--- src/rtl/core/lhp_pkg.sv ---
// Shared types and constants of the latency histogram percentile unit.
// Holds the bucket bound table, operation codes and the bound lookup.
// No dependencies.
package lhp_pkg;

  localparam int TABLE_BOUNDS = 12;
  localparam int MAX_IDX_W    = 5;
  localparam int SAMPLE_W     = 32;
  localparam int TOTAL_W      = 48;
  localparam int FRAC_W       = 17;
  localparam int PROD_W       = SAMPLE_W + FRAC_W;
  localparam int TARGET_W     = PROD_W - 16;

  localparam logic [FRAC_W-1:0] Q16_ONE = FRAC_W'(65536);

  typedef enum logic {
    OP_RECORD = 1'b0,
    OP_QUERY  = 1'b1
  } op_t;

  typedef logic [SAMPLE_W-1:0] bound_t;

  localparam bound_t BOUND_TABLE [TABLE_BOUNDS] = '{
    32'd50, 32'd100, 32'd250, 32'd500, 32'd1000, 32'd2000,
    32'd4000, 32'd8000, 32'd16000, 32'd33000, 32'd66000, 32'd100000
  };

  // Bounds past the table repeat its largest entry.
  function automatic bound_t upper_bound(input logic [MAX_IDX_W-1:0] idx);
    bound_t b;
    b = BOUND_TABLE[TABLE_BOUNDS-1];
    if (idx < MAX_IDX_W'(TABLE_BOUNDS)) begin
      b = BOUND_TABLE[idx[3:0]];
    end
    return b;
  endfunction

endpackage

--- src/rtl/core/latency_histogram_percentile_unit.sv ---
// Latency histogram and percentile estimator: scalar counters in flops,
// bucket tallies in a one-port-read synchronous memory. Uses lhp_pkg.
// Record: busy after the transfer through the tally write-back state; no new transfer is taken until then.
// Query: busy after the transfer through S_Q_MUL, S_Q_TGT and a walk of k = 1..BUCKET_COUNT buckets,
// one memory read per cycle; the strobe is registered as the walk ends, as busy drops.
// Synchronous reset clears all counters and marks every tally entry empty.
module latency_histogram_percentile_unit
  import lhp_pkg::*;
#(
  parameter int BUCKET_COUNT = 13
) (
  input  logic                  clk,
  input  logic                  rst_n,
  input  logic                  start,
  output logic                  busy,
  input  logic                  in_op,
  input  logic [SAMPLE_W-1:0]   in_sample_us,
  input  logic [FRAC_W-1:0]     in_percentile_fraction,
  output logic                  out_valid,
  output logic [SAMPLE_W-1:0]   out_percentile_bound_us,
  output logic [SAMPLE_W-1:0]   out_sample_count,
  output logic [TOTAL_W-1:0]    out_total_us,
  output logic [SAMPLE_W-1:0]   out_maximum_us
);

  localparam int IDX_W = (BUCKET_COUNT > 1) ? $clog2(BUCKET_COUNT) : 1;
  localparam int CUM_W = SAMPLE_W + IDX_W;
  localparam logic [IDX_W-1:0] LAST_IDX = IDX_W'(BUCKET_COUNT - 1);

  typedef enum logic [2:0] {
    S_IDLE,
    S_REC_WB,
    S_Q_MUL,
    S_Q_TGT,
    S_Q_WALK
  } state_t;

  state_t                 state_r;
  logic [SAMPLE_W-1:0]    count_r;
  logic [TOTAL_W-1:0]     total_r;
  logic [SAMPLE_W-1:0]    max_r;
  logic [FRAC_W-1:0]      frac_r;
  logic [PROD_W-1:0]      prod_r;
  logic [TARGET_W-1:0]    target_r;
  logic [CUM_W-1:0]       cum_r;
  logic [IDX_W-1:0]       idx_r;
  logic                   out_valid_r;
  logic [SAMPLE_W-1:0]    out_bound_r;
  logic [SAMPLE_W-1:0]    out_count_r;
  logic [TOTAL_W-1:0]     out_total_r;
  logic [SAMPLE_W-1:0]    out_max_r;

  // Tally store
  logic [SAMPLE_W-1:0]    tally_mem [BUCKET_COUNT];
  logic [BUCKET_COUNT-1:0] vld_r;
  logic [SAMPLE_W-1:0]    rd_data_r;
  logic                   rd_vld_r;
  logic [IDX_W-1:0]       rd_addr;
  logic                   wr_en;
  logic [SAMPLE_W-1:0]    tally_nxt;

  logic                   accept;
  logic [IDX_W-1:0]       pick_idx;
  logic [SAMPLE_W-1:0]    count_nxt;
  logic [TOTAL_W:0]       total_sum;
  logic [TOTAL_W-1:0]     total_nxt;
  logic [FRAC_W-1:0]      frac_sat;
  logic [PROD_W-1:0]      tgt_sum;
  logic [TARGET_W-1:0]    target_nxt;
  logic [SAMPLE_W-1:0]    tally_rd;
  logic [CUM_W-1:0]       cum_nxt;
  logic                   hit;

  assign busy   = (state_r != S_IDLE);
  assign accept = start && !busy;

  // First bucket whose bound covers the sample; scan from the top so the
  // lowest matching index wins.
  always_comb begin
    pick_idx = LAST_IDX;
    for (int i = BUCKET_COUNT - 2; i >= 0; i--) begin
      if (upper_bound(MAX_IDX_W'(i)) >= in_sample_us) begin
        pick_idx = IDX_W'(i);
      end
    end
  end

  assign count_nxt = (count_r == '1) ? count_r : count_r + 1'b1;
  assign total_sum = (TOTAL_W+1)'(total_r) + (TOTAL_W+1)'(in_sample_us);
  assign total_nxt = total_sum[TOTAL_W] ? '1 : total_sum[TOTAL_W-1:0];
  assign frac_sat  = (in_percentile_fraction > Q16_ONE) ? Q16_ONE : in_percentile_fraction;

  assign tgt_sum    = prod_r + PROD_W'(Q16_ONE - 1'b1);
  assign target_nxt = (tgt_sum[PROD_W-1:16] == '0) ? TARGET_W'(1) : tgt_sum[PROD_W-1:16];

  // Entries never written read as zero.
  assign tally_rd  = rd_vld_r ? rd_data_r : '0;
  assign tally_nxt = (tally_rd == '1) ? tally_rd : tally_rd + 1'b1;
  assign cum_nxt   = cum_r + CUM_W'(tally_rd);
  assign hit       = (cum_nxt >= CUM_W'(target_r));
  assign wr_en     = (state_r == S_REC_WB);

  always_comb begin
    rd_addr = '0;
    if (state_r == S_IDLE) begin
      rd_addr = pick_idx;
    end else if (state_r == S_Q_WALK && idx_r != LAST_IDX) begin
      rd_addr = idx_r + 1'b1;
    end
  end

  always_ff @(posedge clk) begin
    if (wr_en) begin
      tally_mem[idx_r] <= tally_nxt;
    end
    rd_data_r <= tally_mem[rd_addr];
  end

  always_ff @(posedge clk) begin
    if (!rst_n) begin
      vld_r    <= '0;
      rd_vld_r <= 1'b0;
    end else begin
      rd_vld_r <= vld_r[rd_addr];
      if (wr_en) begin
        vld_r[idx_r] <= 1'b1;
      end
    end
  end

  always_ff @(posedge clk) begin
    if (!rst_n) begin
      state_r     <= S_IDLE;
      count_r     <= '0;
      total_r     <= '0;
      max_r       <= '0;
      out_valid_r <= 1'b0;
    end else begin
      out_valid_r <= 1'b0;
      unique case (state_r)
        S_IDLE: begin
          if (accept) begin
            if (in_op == OP_RECORD) begin
              count_r <= count_nxt;
              total_r <= total_nxt;
              if (in_sample_us > max_r) begin
                max_r <= in_sample_us;
              end
              idx_r   <= pick_idx;
              state_r <= S_REC_WB;
            end else begin
              frac_r  <= frac_sat;
              state_r <= S_Q_MUL;
            end
          end
        end
        S_REC_WB: begin
          state_r <= S_IDLE;
        end
        S_Q_MUL: begin
          prod_r  <= PROD_W'(count_r) * PROD_W'(frac_r);
          state_r <= S_Q_TGT;
        end
        S_Q_TGT: begin
          // read of bucket zero issued here
          target_r <= target_nxt;
          cum_r    <= '0;
          idx_r    <= '0;
          state_r  <= S_Q_WALK;
        end
        S_Q_WALK: begin
          cum_r <= cum_nxt;
          if (hit || idx_r == LAST_IDX) begin
            out_valid_r <= 1'b1;
            out_count_r <= count_r;
            out_total_r <= total_r;
            out_max_r   <= max_r;
            if (count_r == '0) begin
              out_bound_r <= '0;
            end else if (hit && idx_r != LAST_IDX) begin
              out_bound_r <= upper_bound(MAX_IDX_W'(idx_r));
            end else begin
              out_bound_r <= max_r;
            end
            state_r <= S_IDLE;
          end else begin
            idx_r <= idx_r + 1'b1;
          end
        end
        default: begin
          state_r <= S_IDLE;
        end
      endcase
    end
  end

  assign out_valid               = out_valid_r;
  assign out_percentile_bound_us = out_bound_r;
  assign out_sample_count        = out_count_r;
  assign out_total_us            = out_total_r;
  assign out_maximum_us          = out_max_r;

`ifndef SYNTHESIS
  a_strobe_after_walk: assert property (@(posedge clk) disable iff (!rst_n)
    out_valid_r |-> $past(state_r == S_Q_WALK))
    else $error("result strobe without a finished bucket walk");

  a_record_writes_back: assert property (@(posedge clk) disable iff (!rst_n)
    (accept && in_op == OP_RECORD) |=> (wr_en && !out_valid_r))
    else $error("record transfer not followed by tally write-back");

  a_count_monotonic: assert property (@(posedge clk) disable iff (!rst_n)
    $past(rst_n) |-> (count_r >= $past(count_r)))
    else $error("sample count decreased");

  a_empty_bound_zero: assert property (@(posedge clk) disable iff (!rst_n)
    (out_valid_r && out_count_r == '0) |-> (out_bound_r == '0 && out_max_r == '0))
    else $error("empty histogram reported a nonzero bound");
`endif

endmodule
--- config.mk ---
export PLATFORM = sky130hd
export DESIGN_NAME = latency_histogram_percentile_unit
export DESIGN_NICKNAME = d
export VERILOG_FILES = /design/src/rtl/core/lhp_pkg.sv /design/src/rtl/core/latency_histogram_percentile_unit.sv
export SDC_FILE = /design/constraint.sdc
export NUM_CORES = 2
export LEC_CHECK = 0
export ABC_AREA = 1
export BUFFER_PORTS_ARGS = -buffer_cell sky130_fd_sc_hd__buf_2
export CORE_MARGIN = 2
export CORE_UTILIZATION = 50
export DETAILED_ROUTE_END_ITERATION = 16
export GPL_TIMING_DRIVEN = 0
export MAX_ROUTING_LAYER = met4
export PLACE_DENSITY_LB_ADDON = 0.12
export SLEW_MARGIN = 30
export SYNTH_ARGS = -nofsm -noshare
export SYNTH_HDL_FRONTEND = slang
export SYNTH_SLANG_ARGS = --single-unit
--- constraint.sdc ---
create_clock -name clk -period 21 [get_ports clk]
set_clock_uncertainty 0.05 [all_clocks]
set_input_delay 1.05 -clock clk [delete_from_list [all_inputs] [get_ports clk]]
set_output_delay 1.05 -clock clk [all_outputs]
set_load 0.05 [all_outputs]
==> results.toml <==
[timing]
report.final.slew_viol_count = 0
finalSetupViolations = 0
relSlewSlack_pct = 30.10
rsz0062_at_grt = "no"
max_freq_mhz = 115.0
hold_viol = 0
period_share_pct = 41.42
period_needed_ns = 8.698
fin_tns_setup_ns = 0
holdWs_ns = 0.3623
worstMarginPinSlew_ns = 1.049

[layout]
fin_util_pct = 56.56
nets = 7311
seqCellArea_um2 = 24230
finalInstanceArea_um2 = 64580
layout.cells.non_filler = 8139
syn_to_final_growth_pct = 12.44
nFillCells = 10330
multi_input_area_um2 = 27280
layout-drive-gt1-share_pct = 8.694

[cts]
cts_max_level = 3
cts_sinks = 861
cts_buffers = 93
clockRootBuffer = "clkbuf_16"
clock_path_buffers = 3
postCtsHoldBufs = 0
cts-resized-gates = 0
tritoncts = "yes"
clk_latency_ns = 0.72
clkSlewWorstSetupHoldPaths_ns = 0.06
post_cts_buffers = 0

[setup_path]
cp_max_fo = 10
slowest_delay_ns = 0.68
regToRegSetupSlack_ns = 12.30
worstPathBufferInverterCount = 7
end_kind = "register"
critPathLaunchType = "register"
cp_data_required_time_ns = 21.42
worstPathArrival_ns = 9.11
crit_path_top_delay_cell = "clkbuf_1"
cp_top_family = "adder cells"
critical_path_class = "reg2reg"
path_common_cell = "fa_1"

[synth]
synth.top_cells.by_area = "edfxtp_1 37%, fa_1 16%, inv_1 8.8%, nand2_1 7.1%, ha_1 5.7%"
ys_seq_area_share_pct = 42.19
synth_largest_area_cell = "edfxtp_1"
synth_seq_cells = 861
post_synth_instance_area_um2 = 57440
async_reset_ff_share_pct = 0
ys_types = 65
synth-edff-count = 699
avgSynthCellArea_um2 = 9.291
synth_top_area_share_pct = 36.54
syn_inst = 6182
synth_warnings = 0
postSynthNetCount = 6949
synth_ff_type = "edfxtp_1"

[run_status]
outcome = "finished clean"

[pwr]
p_leak_nw = 29.26
power.share.switching_pct = 25.37
p_switching_w = 0.001026
ir_worst_vdd_v = 0.00005922
internal_power_w = 0.003018
pwr-share-comb_pct = 9.8
p_seq_share_pct = 47.2
p_clk_share_pct = 43.0
power_density_nw_per_um2 = 62.61

[die]
die_w_um = 342.9
start_util_pct = 50.30
design.core.area_um2 = 114200
die_height_um = 342.9
die-area_um2 = 117600
pin_count = 199
num_rows = 124

[routing]
firstDrtPassIters = 6
route.detailed.wl_per_inst_um = 20.42
viasPerCell = 5.328
drtIter0Drc = 4068
drc = 0
routed-via-count = 43370
ant_nets = 0
wirelength_mm = 166.2

[grt]
grt_pass1_vias = 43310
grt_usage_pct = 29.64
grt_pass1_wl_mm = 256.0
grt_max_degree = 26
overflow = 0
grt_antenna_before_repair = 2

[place]
dp_cells = 7960
placed_cell_area_um2 = 61140
place.detailed.hpwl_mm = 129.1
gp_congestion = 0.9524
portBuffers = 197

[min_path]
min_path_type = "reg2reg"

[run]
drv_cap = 0
[state kept, by name (all words and copies together) (netlist names), 32 cells and up]
signal / count
count_r: 32
cum_r: 36
max_r: 32
out_maximum_us: 32
out_percentile_bound_us: 32
out_sample_count: 32
out_total_us: 48
prod_r: 49
rd_data_r: 32
tally_mem: 416
target_r: 33
total_r: 48
[kinds of logic after synthesis]
group / share of synthesized area [%]
xor+xnor: 2.577
flops: 42.19
mux: 0.01960
simple gates: 13.94
fa+ha+maj: 21.45
buf+inv: 10.76
compound gates: 9.064
[per-layer routing]
| metal | vias to the layer above | GRT usage (%) | share of wire [%] |
|---|---|---|---|
| met5 | - | - | 0 |
| met4 | 0 | 10.04 | 3.5 |
| met2 | 1469 | 46.40 | 46 |
| met3 | 283 | 4.516 | 7.4 |
| met1 | 21150 | 39.59 | 43 |
| li1 | 20460 | - | - |
[cell usage after synthesis (all sizes together) (71+ instances only)]
cell type / number
inv: 1347
nand2: 1093
edfxtp: 699
fa: 451
nor2: 426
a21oi: 401
o21ai: 326
ha: 263
nand3: 202
dfxtp: 162
clkbuf: 160
xor2: 121
o211ai: 107
buf: 85
nor3: 71
[final timing paths]
path	end	cells past startpoint	start
max	prod_r[47]$_DFFE_PP_	28	count_r[13]$_SDFFE_PN0P_
min	out_sample_count[30]$_DFFE_PP_	0	count_r[30]$_SDFFE_PN0P_
max reg2reg	prod_r[47]$_DFFE_PP_	28	count_r[13]$_SDFFE_PN0P_
min reg2reg	out_sample_count[30]$_DFFE_PP_	0	count_r[30]$_SDFFE_PN0P_
[per-stage QoR]
step	setup slack (ns)	power, W
6_report	12.30	0.004043
5_1_grt	11.90	0.004185
4_1_cts	12.50	0.004060
3_5_place_dp	12.48	0.002333
3_3_place_gp	0.9577	0.002325
2_1_floorplan	6.860	0.002192
[area by class of cell]
cell class,instances,share of cell area (%)
plain buffers,245,1.732
repair buffers,267,2.625
diodes,2,0.007750
clock buffers,124,3.954
multi-input cells,3727,42.24
well taps,1512,2.929
clock inverters,52,1.149
inverters,1349,7.841
flip-flops and latches,861,37.52
[layout by cell type (no fill, tap or decap), types with 178 or more instances in the layout]
| cell type | instances |
|---|---|
| nand2_1 | 1084 |
| buf_2 | 236 |
| ha_1 | 263 |
| a21oi_1 | 401 |
| fa_1 | 451 |
| clkbuf_1 | 178 |
| inv_1 | 1338 |
| nand3_1 | 195 |
| edfxtp_1 | 699 |
| o21ai_0 | 262 |
| nor2_1 | 401 |
[power by group through the flow]
stage / sequential (W) / clock, W / combinational (W)
after global routing: 0.00191 / 0.00183 / 0.000440
after global placement: 0.00195 / 0 / 0.000378
final: 0.00191 / 0.00174 / 0.000397
after floorplan: 0.00194 / 0 / 0.000254
after detailed placement: 0.00194 / 0 / 0.000388
after CTS: 0.00191 / 0.00176 / 0.000391
(Power assumes the default switching activity.)
